`src/design/dea_pkg.sv`:
```
// shared codes, constants and the queued item type of the decimal exponent unit
package dea_pkg;

   localparam logic [2:0] FUNC_CMP = 3'd0;
   localparam logic [2:0] FUNC_ADD = 3'd1;
   localparam logic [2:0] FUNC_SUB = 3'd2;
   localparam logic [2:0] FUNC_MUL = 3'd3;
   localparam logic [2:0] FUNC_DIV = 3'd4;

   localparam logic [2:0] KIND_ZERO   = 3'd0;
   localparam logic [2:0] KIND_ORDER  = 3'd1;
   localparam logic [2:0] KIND_PASS   = 3'd2;
   localparam logic [2:0] KIND_ADDSUB = 3'd3;
   localparam logic [2:0] KIND_MUL    = 3'd4;
   localparam logic [2:0] KIND_DIV    = 3'd5;

   localparam int ADD_GAP   = 15;
   localparam int ALIGN_CAP = 12;
   localparam int EXP_LIMIT = 99999;
   localparam int DIV_SHIFT = 32;

   typedef struct packed {
      logic [2:0]         kind;
      logic signed [1:0]  order;
      logic signed [31:0] x;
      logic signed [31:0] y;
      logic               sub;
      logic [3:0]         cnt;
      logic signed [19:0] e;
   } dea_item_type;

endpackage

```
`src/design/dea_front.sv`:
```
// front end: compares operands and sorts each request into a work item
module dea_front (
   input  logic [2:0]          func,
   input  logic signed [31:0]  a_mantissa,
   input  logic signed [17:0]  a_exponent,
   input  logic signed [31:0]  b_mantissa,
   input  logic signed [17:0]  b_exponent,
   output dea_pkg::dea_item_type item
);
   import dea_pkg::*;

   logic signed [19:0] ea;
   logic signed [19:0] eb;
   logic signed [19:0] d;
   logic signed [19:0] nd;
   logic [3:0]         cnt_pos;
   logic [3:0]         cnt_neg;
   logic signed [1:0]  ord;

   always_comb begin
      ea = {{2{a_exponent[17]}}, a_exponent};
      eb = {{2{b_exponent[17]}}, b_exponent};
      d  = ea - eb;
      nd = eb - ea;
      cnt_pos = (d > 20'sd12) ? 4'(ALIGN_CAP) : d[3:0];
      cnt_neg = (nd > 20'sd12) ? 4'(ALIGN_CAP) : nd[3:0];
      priority if (ea > eb) begin
         ord = 2'sd1;
      end else if (ea < eb) begin
         ord = -2'sd1;
      end else if (a_mantissa > b_mantissa) begin
         ord = 2'sd1;
      end else if (a_mantissa < b_mantissa) begin
         ord = -2'sd1;
      end else begin
         ord = 2'sd0;
      end

      item.kind  = KIND_ZERO;
      item.order = 2'sd0;
      item.x     = a_mantissa;
      item.y     = b_mantissa;
      item.sub   = 1'b0;
      item.cnt   = 4'd0;
      item.e     = ea;

      unique case (func)
         FUNC_CMP: begin
            item.kind  = KIND_ORDER;
            item.order = ord;
         end
         FUNC_ADD: begin
            priority if (d > 20'sd15) begin
               item.kind = KIND_PASS;
            end else if (d < -20'sd15) begin
               item.kind = KIND_PASS;
               item.x    = b_mantissa;
               item.e    = eb;
            end else if (d >= 20'sd0) begin
               item.kind = KIND_ADDSUB;
               item.cnt  = cnt_pos;
            end else begin
               item.kind = KIND_ADDSUB;
               item.x    = b_mantissa;
               item.y    = a_mantissa;
               item.cnt  = cnt_neg;
               item.e    = eb;
            end
         end
         FUNC_SUB: begin
            priority if (ord == 2'sd1) begin
               item.kind = KIND_ADDSUB;
               item.sub  = 1'b1;
               item.cnt  = cnt_pos;
            end else if (ord == 2'sd0) begin
               item.kind = KIND_ADDSUB;
               item.sub  = 1'b1;
               item.e    = eb;
            end else begin
               item.kind = KIND_ZERO;
            end
         end
         FUNC_MUL: begin
            item.kind = KIND_MUL;
            item.e    = ea + eb;
         end
         FUNC_DIV: begin
            item.kind = (b_mantissa == 32'sd0) ? KIND_ZERO : KIND_DIV;
            item.e    = d;
         end
         default: begin
            item.kind = KIND_ZERO;
         end
      endcase
   end

endmodule

```
`config.mk`:
```
export PLATFORM = sky130hd
export DESIGN_NAME = dea_front
export DESIGN_NICKNAME = d
export VERILOG_FILES = /design/src/design/dea_pkg.sv /design/src/design/dea_front.sv
export SDC_FILE = /design/constraint.sdc
export NUM_CORES = 1
export LEC_CHECK = 0
export ABC_AREA = 1
export BUFFER_PORTS_ARGS = -buffer_cell sky130_fd_sc_hd__buf_2
export CORE_MARGIN = 3
export CORE_UTILIZATION = 30
export DETAILED_ROUTE_END_ITERATION = 6
export GPL_TIMING_DRIVEN = 0
export PLACE_DENSITY_LB_ADDON = 0.15
export SLEW_MARGIN = 20
export SYNTH_ARGS = -nofsm -noshare
export SYNTH_HDL_FRONTEND = slang
export SYNTH_SLANG_ARGS = --single-unit
```
`constraint.sdc`:
```
create_clock -name vclk -period 5.9
set_clock_uncertainty 0.2 [all_clocks]
set_input_delay 0.885 -clock vclk [all_inputs]
set_output_delay 0.885 -clock vclk [all_outputs]
set_load 0.05 [all_outputs]
```
---- Word-level counts from Yosys, hierarchy flattened ----
Index checks and enable logic that the tools add are counted.
word-level totals
  register bits after elaboration ......... 0
  input bits .............................. 103
  output and inout port bits .............. 94
  word-level logic and storage cells ...... 51
operators by class
  $add $sub $neg .......................... 3
  magnitude comparators ................... 9
  equal/unequal tests ..................... 5
  mux-type cells .......................... 31
  reductions and logical operators ........ 3
operators by type and width
  kind                                                   count
  2-to-1 mux 64 bit                                      3
  2-to-1 mux 20 bit                                      4
  case mux 20 bit (4 select lines)                       1
  2-to-1 mux 32 bit                                      2
  > comparator 19 x 5 -> 1 bit (second input constant)   3
  subtractor 18 x 18 -> 19 bit                           2
  > comparator 32 bit                                    1
  zero test 32 bit                                       1
  < comparator 32 bit                                    1
  2-to-1 mux 24 bit                                      1
  2-to-1 mux 4 bit                                       5
  adder 18 x 18 -> 19 bit                                1
  >= comparator 19 x 1 -> 1 bit (second input constant)  1
  < comparator 19 x 5 -> 1 bit (second input constant)   1
  > comparator 18 bit                                    1
  < comparator 18 bit                                    1
  case mux 3 bit (5 select lines)                        1
  2-to-1 mux 2 bit                                       6
  case mux 4 bit (2 select lines)                        1
  == test 3 x 2 -> 1 bit (second input constant)         2
  2-to-1 mux 3 bit                                       2
  2-to-1 mux 1 bit                                       5
  == test 3 x 1 -> 1 bit (second input constant)         1
  == test 3 bit (second input constant)                  1
  3 further kinds                                        3

---- Depth between registers and ports, before layout ----
  depth after elaboration ................. 9
  depth in mapped cells ................... 23

---- Worst setup path before layout ----
OpenSTA, ideal clock, no wires.
  kind .................................... input -> output
  start ................................... in a_exponent[4]
  end ..................................... out item[58] (netlist name)
  data arrival time ....................... 3,726 ps
  data required time ...................... 4,815 ps
  setup slack ............................. 1,089 ps
  stages on the path ...................... 17
  buffers on the path ..................... 2
  cells stage by stage .................... inv_1 -> ha_1 -> buf_4 -> nand2_2 -> inv_1 -> nand2_2 -> nand2_1 -> nand2_1 -> nand2_1 -> nand2_1 -> nand4_1 -> nand2_1 -> inv_2 -> nor2_1 -> inv_2 -> clkbuf_1 -> o21ai_0
RTL lines
  what             RTL line        RTL
  start, declared  dea_front.sv:5  input logic signed [17:0] a_exponent,
  end, declared    dea_front.sv:8  output dea_pkg::dea_item_type item

==> out/metrics.yaml <==
final_layout:
  final.fill_count: 2627
  seqCellArea_um2: 0
  area_growth_pct: 20.11
  drive_above_1_share_pct: 22.58
  final_cell_area_um2: 8034
  fin_cells: 1724
  fin_util_pct: 36.70
  nClkBuffers: 0
  flops_and_latches: 0
  insertedDiodeCount: 0
  fin_nets: 1638
logic_synthesis:
  ys_seq_area_share_pct: 0
  synth_area_leaders: "nand2_1 (20%), ha_1 (16%), inv_1 (12%)"
  postSynthAreaPerCell_um2: 5.364
  synth_cell_types: 49
  syn_nets: 1439
  yosysTopAreaCell: "nand2_1"
  synth-warning-count: 0
  synth.cell_area_um2: 6689
  yosysTopAreaCellShare_pct: 19.92
  syn_inst: 1247
min_path:
  hold_depth: 4
  min_to: "item[36]"
  hold_class: "in -> out"
  hp-start: "a_mantissa[11]"
global_routing:
  grtUsageTotal_pct: 23.29
  grt_max_degree: 11
  grt.overflow.total: 0
  grt_pass1_wl_um: 45440
  grt_pass1_vias: 8340
  antenna_found_initial: 0
timing:
  drv_slew: 0
  fin_ws_ns: 0.4583
  setup_tns_ns: 0
  slew_headroom_pct: 23.39
  fin_worst_hold_slack_ns: 1.995
  period_needed_ns: 5.442
  fin_crit_sh_pct: 92.23
  setup_viol: 0
  tightest_slew_ns: 1.140
  hold_violations: 0
  rsz0062_at_grt: "false"
  max_freq_ghz: 0.1838
clock_tree:
  post_cts_buffers: 0
  post_cts_resized: 0
  hold_buffers: 0
floorplan:
  io-pin-count: 197
  die_area_um2: 24120
  rows: 54
  die_y_um: 155.3
  die_width_um: 155.3
  core_um2: 21890
  start_util_pct: 30.56
place:
  gp_congestion: 0.9548
  place_area_um2: 8034
  dp_slack_ns: 0.4750
  dpl.cell_count: 1724
  place_hpwl_um: 25220
  io_buffers: 197
outcome:
  status: "finished, final reports clean"
power_and_ir_drop:
  switching_share_pct: 72.40
  seqPwrFrac_pct: 0
  fin_total_pwr_uw: 935.0
  vdd_drop_max_v: 0.00004561
  p_int_uw: 258.1
  leakage_nw: 4.629
  pwr-share-comb_pct: 100.0
  powerDensity_nw_per_um2: 116.4
  clockPowerShare_pct: 0
  power.switching_uw: 676.9
route:
  drt-vias-per-instance: 5.037
  ant_nets: 0
  finalWirelength_um: 29600
  first_iter_violations: 663
  vias: 8684
  dr.pass1.iters: 5
  wl_per_cell_um: 17.17
  drc: 0
setup_path:
  crit_slowest_cell: "clkbuf_1"
  crit_path_start: "a_exponent[8]"
  endpoint_kind: "output port"
  critical_path.max_fanout: 10
  path_class: "in -> out"
  worstPathCellList: "buf_2 -> inv_1 -> ha_1 -> buf_4 -> nand2_1 -> nand2_1 -> nand2_1 -> nand2_1 -> a21oi_1 -> nand2_2 -> nand3_1 -> nand3_1 -> nand2_1 -> inv_1 -> nand3_1 -> clkbuf_1 -> nand2_1 -> o211ai_1 -> nand4_1 -> buf_2"
  arrival_ns: 4.36
  max_stage_delay_ns: 0.72
  cp_data_required_time_ns: 4.82
  critPathLaunchType: "input port"
  crit_path_frequent_cell: "nand2_1"
flow_run:
  cap_viol_max_count: 0
==> worst max-delay path by stage <==
stage | end | slack [ns] | cells after the start
floorplan | item[58] | 1.09 | 17
global placement | item[19] | 0.50 | 21
detailed placement | item[19] | 0.47 | 21
CTS | item[19] | 0.47 | 21
global route | item[16] | 0.23 | 20
finish | item[13] | 0.46 | 20
==> Yosys cell counts, types with 10 or more instances <==
library cell / instances
o211ai_1: 17
nand2_2: 46
o21ai_0: 85
buf_4: 11
nand2_1: 355
o21ai_2: 26
a21oi_1: 79
nor2_1: 71
inv_1: 210
clkbuf_1: 17
nand3_1: 83
ha_1: 86
nand4_1: 44
nor3_1: 10
nor4_1: 11
==> final cells by class <==
type	count	area [µm²]	area share, %
Buffer	42	290.3	3.613
Multi-Input combinational cell	987	5589	69.57
Tap cell	280	350.3	4.361
Inverter	218	818.3	10.19
Timing Repair Buffer	197	985.9	12.27
==> critical path: cells and delay by family <==
family	cells	cell delay, ns
AND/OR/NAND/NOR	11	1.28
AO/OA/AOI/OAI	2	0.50
adder cells (fa/ha/maj)	1	0.29
buffers and inverters	6	1.39
==> layout by cell type, fill, tap and decap left out, types with 3 or more instances in the layout <==
master	instances
o21ai_1	6
o21ai_0	85
inv_1	210
nand2_4	3
clkbuf_1	17
nor2_1	71
fa_1	3
o22ai_1	4
o211ai_1	17
nand2_2	46
buf_6	4
nor2_2	6
nor3_1	10
nand2_1	355
a21o_1	3
nand3_1	83
nor2_4	5
o21bai_1	3
buf_2	202
xor2_1	9
and2_1	3
inv_2	7
nand4_1	44
nor4_1	11
a21oi_1	79
nand3_2	6
o21ai_2	26
buf_4	11
ha_1	86
==> layer usage <==
layer	wire, µm	global-route usage, %	up-vias
met5	0	0	-
met4	316	2.043	0
met3	1411	0.9458	17
met2	14150	42.33	275
met1	13720	31.69	3940
li1	-	-	4452
==> power groups by stage <==
stage	Sequential, mW	Clock, mW	Combinational [mW]
after CTS	0	0	0.932
after floorplan	0	0	0.649
after global placement	0	0	0.928
after global routing	0	0	1.03
after detailed placement	0	0	0.928
final	0	0	0.935
==> logic make-up after synthesis <==
logic type	Yosys count	synth area share, %
AO/OA/AOI/OAI	236	20.65
AND/OR/NAND/NOR	651	44.35
XOR/XNOR	11	1.440
buffers and inverters	260	16.57
adder cells (fa/ha/maj)	89	16.98
No activity file was read; power rests on OpenSTA's default activity.
