==> src/design/dea_pkg.sv <==
// shared codes, constants and the queued item type of the decimal exponent unit
package dea_pkg;

   localparam logic [2:0] FUNC_CMP = 3'd0;
   localparam logic [2:0] FUNC_ADD = 3'd1;
   localparam logic [2:0] FUNC_SUB = 3'd2;
   localparam logic [2:0] FUNC_MUL = 3'd3;
   localparam logic [2:0] FUNC_DIV = 3'd4;

   localparam logic [2:0] KIND_ZERO   = 3'd0;
   localparam logic [2:0] KIND_ORDER  = 3'd1;
   localparam logic [2:0] KIND_PASS   = 3'd2;
   localparam logic [2:0] KIND_ADDSUB = 3'd3;
   localparam logic [2:0] KIND_MUL    = 3'd4;
   localparam logic [2:0] KIND_DIV    = 3'd5;

   localparam int ADD_GAP   = 15;
   localparam int ALIGN_CAP = 12;
   localparam int EXP_LIMIT = 99999;
   localparam int DIV_SHIFT = 32;

   typedef struct packed {
      logic [2:0]         kind;
      logic signed [1:0]  order;
      logic signed [31:0] x;
      logic signed [31:0] y;
      logic               sub;
      logic [3:0]         cnt;
      logic signed [19:0] e;
   } dea_item_type;

endpackage

==> src/design/dea_back.sv <==
// arithmetic engine: alignment, multiply, divide, normalization and result register
module dea_back #(
   parameter int FRACTION_BITS = 27
) (
   input  logic                  clock,
   input  logic                  reset,
   input  logic                  item_valid,
   input  dea_pkg::dea_item_type item,
   output logic                  item_pop,
   output logic                  rsp_valid,
   input  logic                  rsp_stall,
   output logic signed [31:0]    rsp_res_mantissa,
   output logic signed [17:0]    rsp_res_exponent,
   output logic signed [1:0]     rsp_order
);
   import dea_pkg::*;

   localparam logic [63:0] ONE        = 64'd1 << FRACTION_BITS;
   localparam logic [63:0] TOP        = 64'd10 * ONE - ((ONE + 64'd999999) / 64'd1000000);
   localparam logic [63:0] MUL10_MAX  = 64'hFFFF_FFFF_FFFF_FFFF / 64'd10;
   localparam logic [6:0]  FB_SHIFT   = 7'(FRACTION_BITS);
   localparam logic [6:0]  PROD_SHIFT = 7'(2 * FRACTION_BITS);
   localparam logic [6:0]  QUO_SHIFT  = 7'(DIV_SHIFT);
   localparam logic [23:0] RECIP10    = 24'd13421773;
   localparam logic signed [19:0] ELIM = 20'(EXP_LIMIT);

   localparam logic [3:0] S_IDLE  = 4'd0;
   localparam logic [3:0] S_ALIGN = 4'd1;
   localparam logic [3:0] S_SUM   = 4'd2;
   localparam logic [3:0] S_QDIV  = 4'd3;
   localparam logic [3:0] S_ZCHK  = 4'd4;
   localparam logic [3:0] S_DOWN  = 4'd5;
   localparam logic [3:0] S_UP    = 4'd6;
   localparam logic [3:0] S_PACK  = 4'd7;
   localparam logic [3:0] S_DONE  = 4'd8;

   logic [3:0]         state_ff, state_in;
   logic               neg_ff, neg_in;
   logic [63:0]        mag_ff, mag_in;
   logic [6:0]         shift_ff, shift_in;
   logic signed [19:0] exp_ff, exp_in;
   logic [4:0]         cnt_ff, cnt_in;
   logic [1:0]         chunk_ff, chunk_in;
   logic [3:0]         rem10_ff, rem10_in;
   logic [31:0]        qrem_ff, qrem_in;
   logic [31:0]        dvs_ff, dvs_in;
   logic signed [31:0] x_ff, x_in;
   logic               ysgn_ff, ysgn_in;
   logic               sub_ff, sub_in;
   logic signed [31:0] resm_ff, resm_in;
   logic signed [17:0] rese_ff, rese_in;
   logic signed [1:0]  ord_ff, ord_in;
   logic               ovalid_ff, ovalid_in;
   logic signed [31:0] om_ff, om_in;
   logic signed [17:0] oe_ff, oe_in;
   logic signed [1:0]  oo_ff, oo_in;

   logic [31:0]        pa;
   logic [31:0]        pb;
   logic [63:0]        int_part;
   logic [19:0]        num;
   logic [43:0]        num_prod;
   logic [15:0]        q10;
   logic [19:0]        r10;
   logic [6:0]         zdist;
   logic [63:0]        tval;
   logic [63:0]        up_base;
   logic [6:0]         up_shift;
   logic [63:0]        packed_mag;
   logic signed [33:0] xs;
   logic signed [33:0] ys;
   logic signed [33:0] sum;
   logic [32:0]        qr2;
   logic [31:0]        qr;
   logic [63:0]        qm;
   logic               out_free;

   function automatic logic [31:0] clamp_mant(input logic neg, input logic [63:0] mag);
      logic [31:0] r;
      if (neg) begin
         r = (mag > 64'h8000_0000) ? 32'h8000_0000 : 32'(64'd0 - mag);
      end else begin
         r = (mag > 64'h7FFF_FFFF) ? 32'h7FFF_FFFF : mag[31:0];
      end
      return r;
   endfunction

   always_comb begin
      pa = item.x[31] ? 32'(-item.x) : item.x;
      pb = item.y[31] ? 32'(-item.y) : item.y;

      int_part = (shift_ff >= 7'd64) ? 64'd0 : (mag_ff >> shift_ff);

      // one 16-bit digit group of a divide by ten, msb group first
      num      = {((chunk_ff == 2'd0) ? 4'd0 : rem10_ff), mag_ff[63:48]};
      num_prod = 44'(num) * 44'(RECIP10);
      q10      = num_prod[42:27];
      r10      = num - {1'b0, q10, 3'b000} - {3'b000, q10, 1'b0};

      zdist = shift_ff - FB_SHIFT;
      if (shift_ff >= FB_SHIFT) begin
         tval = (zdist >= 7'd64) ? 64'd0 : (mag_ff >> zdist);
      end else begin
         tval = mag_ff;
      end

      // keep the times-ten step inside 64 bits
      if (mag_ff > MUL10_MAX) begin
         up_base  = mag_ff >> 4;
         up_shift = shift_ff - 7'd4;
      end else begin
         up_base  = mag_ff;
         up_shift = shift_ff;
      end

      if (shift_ff >= FB_SHIFT) begin
         packed_mag = mag_ff >> zdist;
      end else begin
         packed_mag = mag_ff << (FB_SHIFT - shift_ff);
      end

      xs  = {{2{x_ff[31]}}, x_ff};
      ys  = {2'b00, mag_ff[31:0]};
      ys  = ysgn_ff ? -ys : ys;
      sum = sub_ff ? (xs - ys) : (xs + ys);

      // two restoring quotient bits per cycle
      qr = qrem_ff;
      qm = mag_ff;
      for (int i = 0; i < 2; i++) begin
         qr2 = {qr, qm[63]};
         if (qr2 >= {1'b0, dvs_ff}) begin
            qr2 = qr2 - {1'b0, dvs_ff};
            qm  = {qm[62:0], 1'b1};
         end else begin
            qm  = {qm[62:0], 1'b0};
         end
         qr = qr2[31:0];
      end
   end

   assign out_free = !ovalid_ff || !rsp_stall;
   assign item_pop = (state_ff == S_IDLE) && item_valid;

   always_comb begin
      state_in  = state_ff;
      neg_in    = neg_ff;
      mag_in    = mag_ff;
      shift_in  = shift_ff;
      exp_in    = exp_ff;
      cnt_in    = cnt_ff;
      chunk_in  = chunk_ff;
      rem10_in  = rem10_ff;
      qrem_in   = qrem_ff;
      dvs_in    = dvs_ff;
      x_in      = x_ff;
      ysgn_in   = ysgn_ff;
      sub_in    = sub_ff;
      resm_in   = resm_ff;
      rese_in   = rese_ff;
      ord_in    = ord_ff;
      ovalid_in = ovalid_ff && rsp_stall;
      om_in     = om_ff;
      oe_in     = oe_ff;
      oo_in     = oo_ff;

      unique case (state_ff)
         S_IDLE: begin
            if (item_valid) begin
               resm_in  = 32'sd0;
               rese_in  = 18'sd0;
               ord_in   = 2'sd0;
               exp_in   = item.e;
               neg_in   = item.x[31] ^ item.y[31];
               chunk_in = 2'd0;
               unique case (item.kind)
                  KIND_ORDER: begin
                     ord_in   = item.order;
                     state_in = S_DONE;
                  end
                  KIND_PASS: begin
                     resm_in  = item.x;
                     rese_in  = item.e[17:0];
                     state_in = S_DONE;
                  end
                  KIND_ADDSUB: begin
                     x_in     = item.x;
                     ysgn_in  = item.y[31];
                     sub_in   = item.sub;
                     mag_in   = {32'd0, pb};
                     cnt_in   = {1'b0, item.cnt};
                     state_in = S_ALIGN;
                  end
                  KIND_MUL: begin
                     mag_in   = 64'(pa) * 64'(pb);
                     shift_in = PROD_SHIFT;
                     state_in = S_ZCHK;
                  end
                  KIND_DIV: begin
                     mag_in   = {pa, 32'd0};
                     dvs_in   = pb;
                     qrem_in  = 32'd0;
                     cnt_in   = 5'd0;
                     shift_in = QUO_SHIFT;
                     state_in = S_QDIV;
                  end
                  default: begin
                     state_in = S_DONE;
                  end
               endcase
            end
         end
         S_ALIGN: begin
            if (cnt_ff == 5'd0) begin
               state_in = S_SUM;
            end else begin
               mag_in   = {mag_ff[47:0], q10};
               rem10_in = r10[3:0];
               chunk_in = chunk_ff + 2'd1;
               if (chunk_ff == 2'd3) begin
                  cnt_in = cnt_ff - 5'd1;
               end
            end
         end
         S_SUM: begin
            neg_in   = sum[33];
            mag_in   = 64'(sum[33] ? -sum : sum);
            shift_in = FB_SHIFT;
            state_in = S_ZCHK;
         end
         S_QDIV: begin
            qrem_in = qr;
            mag_in  = qm;
            cnt_in  = cnt_ff + 5'd1;
            if (cnt_ff == 5'd31) begin
               state_in = S_ZCHK;
            end
         end
         S_ZCHK: begin
            state_in = (tval == 64'd0) ? S_DONE : S_DOWN;
         end
         S_DOWN: begin
            if ((chunk_ff == 2'd0) && (int_part < 64'd10)) begin
               state_in = S_UP;
            end else begin
               mag_in   = {mag_ff[47:0], q10};
               rem10_in = r10[3:0];
               chunk_in = chunk_ff + 2'd1;
               if (chunk_ff == 2'd3) begin
                  exp_in = exp_ff + 20'sd1;
               end
            end
         end
         S_UP: begin
            if (int_part != 64'd0) begin
               state_in = S_PACK;
            end else begin
               mag_in   = (up_base << 3) + (up_base << 1);
               shift_in = up_shift;
               exp_in   = exp_ff - 20'sd1;
            end
         end
         S_PACK: begin
            priority if (exp_ff >= ELIM) begin
               resm_in = clamp_mant(neg_ff, TOP);
               rese_in = ELIM[17:0];
            end else if (exp_ff < -ELIM) begin
               resm_in = 32'sd0;
               rese_in = 18'sd0;
            end else begin
               resm_in = clamp_mant(neg_ff, packed_mag);
               rese_in = exp_ff[17:0];
            end
            state_in = S_DONE;
         end
         S_DONE: begin
            if (out_free) begin
               ovalid_in = 1'b1;
               om_in     = resm_ff;
               oe_in     = rese_ff;
               oo_in     = ord_ff;
               state_in  = S_IDLE;
            end
         end
         default: begin
            state_in = S_IDLE;
         end
      endcase
   end

   always_ff @(posedge clock) begin
      if (reset) begin
         state_ff  <= S_IDLE;
         ovalid_ff <= 1'b0;
         chunk_ff  <= 2'd0;
         cnt_ff    <= 5'd0;
      end else begin
         state_ff  <= state_in;
         ovalid_ff <= ovalid_in;
         chunk_ff  <= chunk_in;
         cnt_ff    <= cnt_in;
      end
   end

   always_ff @(posedge clock) begin
      neg_ff   <= neg_in;
      mag_ff   <= mag_in;
      shift_ff <= shift_in;
      exp_ff   <= exp_in;
      rem10_ff <= rem10_in;
      qrem_ff  <= qrem_in;
      dvs_ff   <= dvs_in;
      x_ff     <= x_in;
      ysgn_ff  <= ysgn_in;
      sub_ff   <= sub_in;
      resm_ff  <= resm_in;
      rese_ff  <= rese_in;
      ord_ff   <= ord_in;
      om_ff    <= om_in;
      oe_ff    <= oe_in;
      oo_ff    <= oo_in;
   end

   assign rsp_valid        = ovalid_ff;
   assign rsp_res_mantissa = om_ff;
   assign rsp_res_exponent = oe_ff;
   assign rsp_order        = oo_ff;

`ifndef SYNTH
   a_div10_atomic: assert property (@(posedge clock) disable iff (reset)
      (state_ff == S_DOWN && chunk_ff != 2'd0) |=> state_ff == S_DOWN)
      else $error("divide by ten left mid-way");
   a_qrem_below: assert property (@(posedge clock) disable iff (reset)
      state_ff == S_QDIV |-> qrem_ff < dvs_ff)
      else $error("partial remainder not below divisor");
   a_align_narrow: assert property (@(posedge clock) disable iff (reset)
      (state_ff == S_ALIGN && chunk_ff == 2'd0) |-> mag_ff[63:32] == 32'd0)
      else $error("aligned operand grew past 32 bits");
`endif

endmodule
==> config.mk <==
export PLATFORM = sky130hd
export DESIGN_NAME = dea_back
export DESIGN_NICKNAME = d
export VERILOG_FILES = /design/src/design/dea_pkg.sv /design/src/design/dea_back.sv
export SDC_FILE = /design/constraint.sdc
export NUM_CORES = 2
export LEC_CHECK = 0
export CAP_MARGIN = 20
export CORE_MARGIN = 2
export CORE_UTILIZATION = 50
export DETAILED_ROUTE_END_ITERATION = 8
export DONT_BUFFER_PORTS = 1
export GPL_TIMING_DRIVEN = 0
export PLACE_DENSITY = 0.76
export REMOVE_ABC_BUFFERS = 1
export SYNTH_ARGS = -nofsm -noshare
export SYNTH_HDL_FRONTEND = slang
export SYNTH_SLANG_ARGS = --single-unit
==> constraint.sdc <==
create_clock -name clock -period 29.3 [get_ports clock]
set_input_delay 1.465 -clock clock [delete_from_list [all_inputs] [get_ports clock]]
set_output_delay 1.465 -clock clock [all_outputs]
set_load 0.02 [all_outputs]
Word level (Yosys, flattened, before mapping)

Cells that the tools add are included.

Bits of input ports: 98
Output and inout bits: 54
Register bits: 310
Logic and storage cells: 195

Multiplexer cells: 73
$lt $le $gt $ge: 11
Equal/unequal tests: 31
Bitwise operators: 1
Shift operators: 3
Multiply operators: 2
Reduce and logical (&&, ||, !) cells: 34
Add/subtract/negate cells: 20

Operators by type and width:

| kind                 | number |
|---|---|
| $mux 64              | 9 |
| $mux 32              | 14 |
| $pmux 64 s6          | 1 |
| $pmux 64 s3          | 1 |
| $pmux 32 s2          | 2 |
| $shr 64x7->64        | 2 |
| $mux 20              | 4 |
| $mux 18              | 4 |
| $mux 34              | 2 |
| $ge 33x32->1         | 2 |
| $add 64x64->64       | 1 |
| $gt 64x31->1 const B | 1 |
| $gt 64x32->1 const B | 1 |
| $gt 64x61->1 const B | 1 |
| $logic_not 64->1     | 1 |
| $lt 64x4->1 const B  | 1 |
| $mul 32x32->64       | 1 |
| $neg 32->32          | 2 |
| $neg 34->64          | 1 |
| $reduce_bool 64->1   | 1 |
| $shl 64x7->64        | 1 |
| $sub 32x32->32       | 2 |
| $mux 63              | 1 |
| $pmux 20 s3          | 1 |
| 61 further kinds     | 118 |

Logic depth before layout (Yosys ltp)

Depth in word-level cells: 9
Depth in mapped cells: 40
Gate-level depth less buffers: 38

Worst setup path after synthesis

OpenSTA, ideal clock, no wires.

Kind: in2reg
Start point: input port item[31] (netlist bit)
End point: register mag_ff[62] (data pin)
Data required time: 29.030 ns
Setup slack: 17.633 ns
Cell stages on the path: 37
Data arrival time: 11.397 ns
Path buffers: 2
Library setup time: 0.270 ns
Cell sequence: or4_1 > or2_1 > or3_1 > or4_1 > or3_1 > or2_1 > nand2b_1 > o21ai_1 > xor2_2 > inv_2 > clkbuf_1 > nand2_1 > fa_1 > fa_1 > inv_1 > fa_1 > fa_1 > fa_1 > fa_1 > fa_1 > inv_1 > fa_1 > inv_1 > ha_1 > clkbuf_1 > a21oi_1 > nor2b_1 > o21ai_0 > o211ai_1 > or4_1 > o211ai_1 > o31a_1 > a21oi_1 > a31oi_1 > nor4_1 > a41oi_1 > o211ai_1

Word-level cells in the longest chain between the ends: 6

Ends and longest elaborated chain:

| item                   | RTL line        | RTL |
|---|---|---|
| start: declaration     | dea_back.sv:8   | `input dea_pkg::dea_item_type item,` |
| $neg 32->32            | dea_back.sv:90  | `pb = item.y[31] ? 32'(-item.y) : item.y;` |
| $mux 32                | dea_back.sv:90  |  |
| net pb[30]             | dea_back.sv:59  | `logic [31:0] pb;` |
| $mul 32x32->64         | dea_back.sv:195 | `mag_in = 64'(pa) * 64'(pb);` |
| $pmux 64 s3            | dea_back.sv:176 | `unique case (item.kind)` |
| $mux 64                | dea_back.sv:169 | `if (item_valid) begin` |
| $pmux 64 s6            | dea_back.sv:167 | `unique case (state_ff)` |
| net mag_in[62]         | dea_back.sv:39  | `logic [63:0] mag_ff, mag_in;` |
| end signal: assignment | dea_back.sv:307 | `mag_ff <= mag_in;` |
| end: declaration       | dea_back.sv:39  |  |

The timed path passes the listed nets, and every way through them passes these cells. The select of a mux whose other input is x is not followed.
A chain may end at the register's enable or synchronous reset.

Worst setup path in the final report

Start point: input port item[25] (netlist bit)
End point: register mag_ff[62] (data pin)

Word-level cells in the longest chain between the ends: 6

Ends and longest elaborated chain:

| item               | RTL line |
|---|---|
| $neg 32->32        | dea_back.sv:90 |
| $mux 32 (*)        | dea_back.sv:90 |
| $mul 32x32->64 (*) | dea_back.sv:195 |
| $pmux 64 s3 (*)    | dea_back.sv:176 |
| $mux 64 (*)        | dea_back.sv:169 |
| $pmux 64 s6 (*)    | dea_back.sv:167 |
| net mag_in[62]     | dea_back.sv:39 |

The timed path passes the listed nets; every way through them passes the cells marked *. The select of a mux whose other input is x is not followed.

==> results.yml <==
run_status:
  status: "finished clean"
sta:
  worst-slew-pin-transition_ps: 1278
  skew_ps: 45.56
  rsz0062_at_grt: "false"
  holdWs_ps: 420.1
  timing.fmax_mhz: 72.58
  setup_viol_count_final: 0
  slew_violations: 0
  post-route-min-period_ps: 13780
  hold_viol_final: 0
  relSlewSlack_pct: 14.79
  timing.setup.tns_ps: 0
  fin_crit_sh_pct: 47.02
floorplan:
  dieArea_mm2: 0.1580
  io_pins: 152
  die_x_um: 397.5
  die_h_um: 397.5
  rows: 144
  core_region_area_mm2: 0.1539
  initial_core_util_pct: 50.31
clocking:
  cts-buffers-inserted: 38
  path_clk_slew_ps: 60
  worst_skew_pair.late_latency_ps: 640
  cts_root_buf: "clkbuf_16"
  htree_levels: 2
  cts_tree: "yes"
  cts_resized: 0
  hold_buffers: 0
  cts_buffer_depth: 3
  cts.sinks: 310
  cts_setup_buffers: 0
route:
  wirelength_met1_um: 104400
  vias_per_cell: 6.550
  num_vias: 69958
  first_pass_iters: 9
  wl_per_cell_um: 27.25
  postRouteWirelength_um: 291100
  met3_length_um: 37350
  drc: 0
  final_antenna_net_count: 0
  drt_iter0_drc: 8951
  wl_met2_um: 125500
  topRoutingLayerUsed: "met5"
placement:
  port_buffers: 0
  dpl.hpwl_um: 229100
  gp_congestion: 1.020
  dpl.cell_count: 10588
yosys:
  synth_common_cells: "inv_1 (1290), fa_1 (1019), nor2_1 (937)"
  synthArstFlopShare_pct: 0
  synth_edf_count: 298
  ys_ff_latch: 310
  synth_cell_types: 113
  synth-seq-area-share_pct: 11.87
  synth_top_area_cell: "fa_1"
  synth.avg_cell_area_um2: 8.698
  synth_most_common_cell: "inv_1"
  synthTopCellsByArea: "fa_1 (26%), edfxtp_1 (12%), ha_1 (10%)"
  synth_cells: 8900
  synthesis.area_mm2: 0.07741
  synth_top_area_share_pct: 26.35
  ys_warn_count: 0
  synth_flop_cell: "edfxtp_1"
hold_path:
  hold_class: "flip-flop to flip-flop"
finish:
  fillers: 13572
  areaGrowthSynthToFinish_pct: 8.208
  drive_gt1_share_pct: 7.707
  final_util_pct: 54.44
  fin_cells: 10680
  finalNetCount: 10349
  multi_input_area_mm2: 0.06220
  register_area_mm2: 0.009189
global_routing:
  antenna_found_initial: 13
  grt_max_degree: 45
  overflow: 0
  grt_pass1_wl_um: 437000
  grt_pass1_vias: 70985
  grt_usage_pct: 36.60
critical_path:
  critPathKind: "input port to flip-flop"
  cp_slowest_cell: "xor2_4"
  max_stage_delay_ps: 790
  critPathLaunchType: "input port"
  critical_path_arrival_ps: 14110
  critPathCaptureType: "flip-flop"
  path_common_cell: "fa_1"
  path_max_fanout: 25
  required_ps: 29630
run:
  maxCapViolations: 0
-- metrics by stage --
step,instance area (µm²),setup slack (ps)
finish,83760,15520
CTS,83460,15740
floorplan,75090,16040
global route,83750,15190
global placement,77650,10040
detailed placement,82230,15130
-- cells by family after synthesis --
kind of cell / after synthesis / synth area share (%)
compound gates: 1667 / 14.49
mux: 421 / 7.930
buf+inv: 1848 / 9.337
flops: 310 / 11.87
xor+xnor: 429 / 4.907
fa+ha+maj: 1652 / 36.58
simple gates: 2573 / 14.88
-- cell type report --
cell class | count | share of cell area, %
flip-flops and latches | 310 | 10.97
clock buffers | 47 | 1.176
repair buffers | 199 | 4.366
multi-input cells | 6742 | 74.26
well taps | 2044 | 3.053
diodes | 7 | 0.02091
inverters | 1308 | 5.861
clock inverters | 23 | 0.2928
-- sequential cells by signal, indices dropped and copies added (netlist names), 4 cells and up --
signal            count
mag_ff               64
state_ff              4
cnt_ff                5
rsp_res_mantissa     32
exp_ff               20
qrem_ff              32
shift_ff              7
resm_ff              32
dvs_ff               32
rese_ff              18
x_ff                 32
rsp_res_exponent     18
rem10_ff              4
-- layout by cell type (no fill, tap or decap), types with 45 or more instances in the layout --
master    count
inv_1      1287
fa_1       1019
nor2_1      934
nand2_1     879
ha_1        631
a21oi_1     378
o21ai_0     352
edfxtp_1    298
mux2i_1     197
xnor2_1     189
a21o_1      144
xor2_1      143
nor3_1      138
mux4_2      126
nand3_1     105
mux2_2       82
a31oi_1      76
buf_8        69
buf_16       64
nand4_1      63
o21a_1       58
and3_1       57
nand2b_1     54
nor4_1       50
a22oi_1      50
a221oi_1     46
nor2b_1      46
a211oi_1     45
-- final timing paths --
path | from | endpoint | slack [ps] | depth (start not counted)
max reg2reg | mag_ff[0] | mag_ff[33] | 19300 | 20
min | resm_ff[28] | rsp_res_mantissa[28] | 420 | 0
min reg2reg | resm_ff[28] | rsp_res_mantissa[28] | 420 | 0
max | item[25] | mag_ff[62] | 15520 | 36
-- per-layer routing --
layer | up-vias | global-route usage [%]
li1 | 29519 | -
met1 | 34385 | 45.96
met5 | - | 0
met2 | 4858 | 55.49
met4 | 8 | 24.10
met3 | 1188 | 9.879
-- worst max-delay path: cells and delay by family --
kind	cells	cell delay [ps]
simple gates	10	2930
fa+ha+maj	10	4980
compound gates	10	2750
xor+xnor	1	790
buf+inv	5	1130
Power is left out: the tool's default activity adds up to more than one toggle a clock period on the data nets, which glitch-free logic cannot reach.
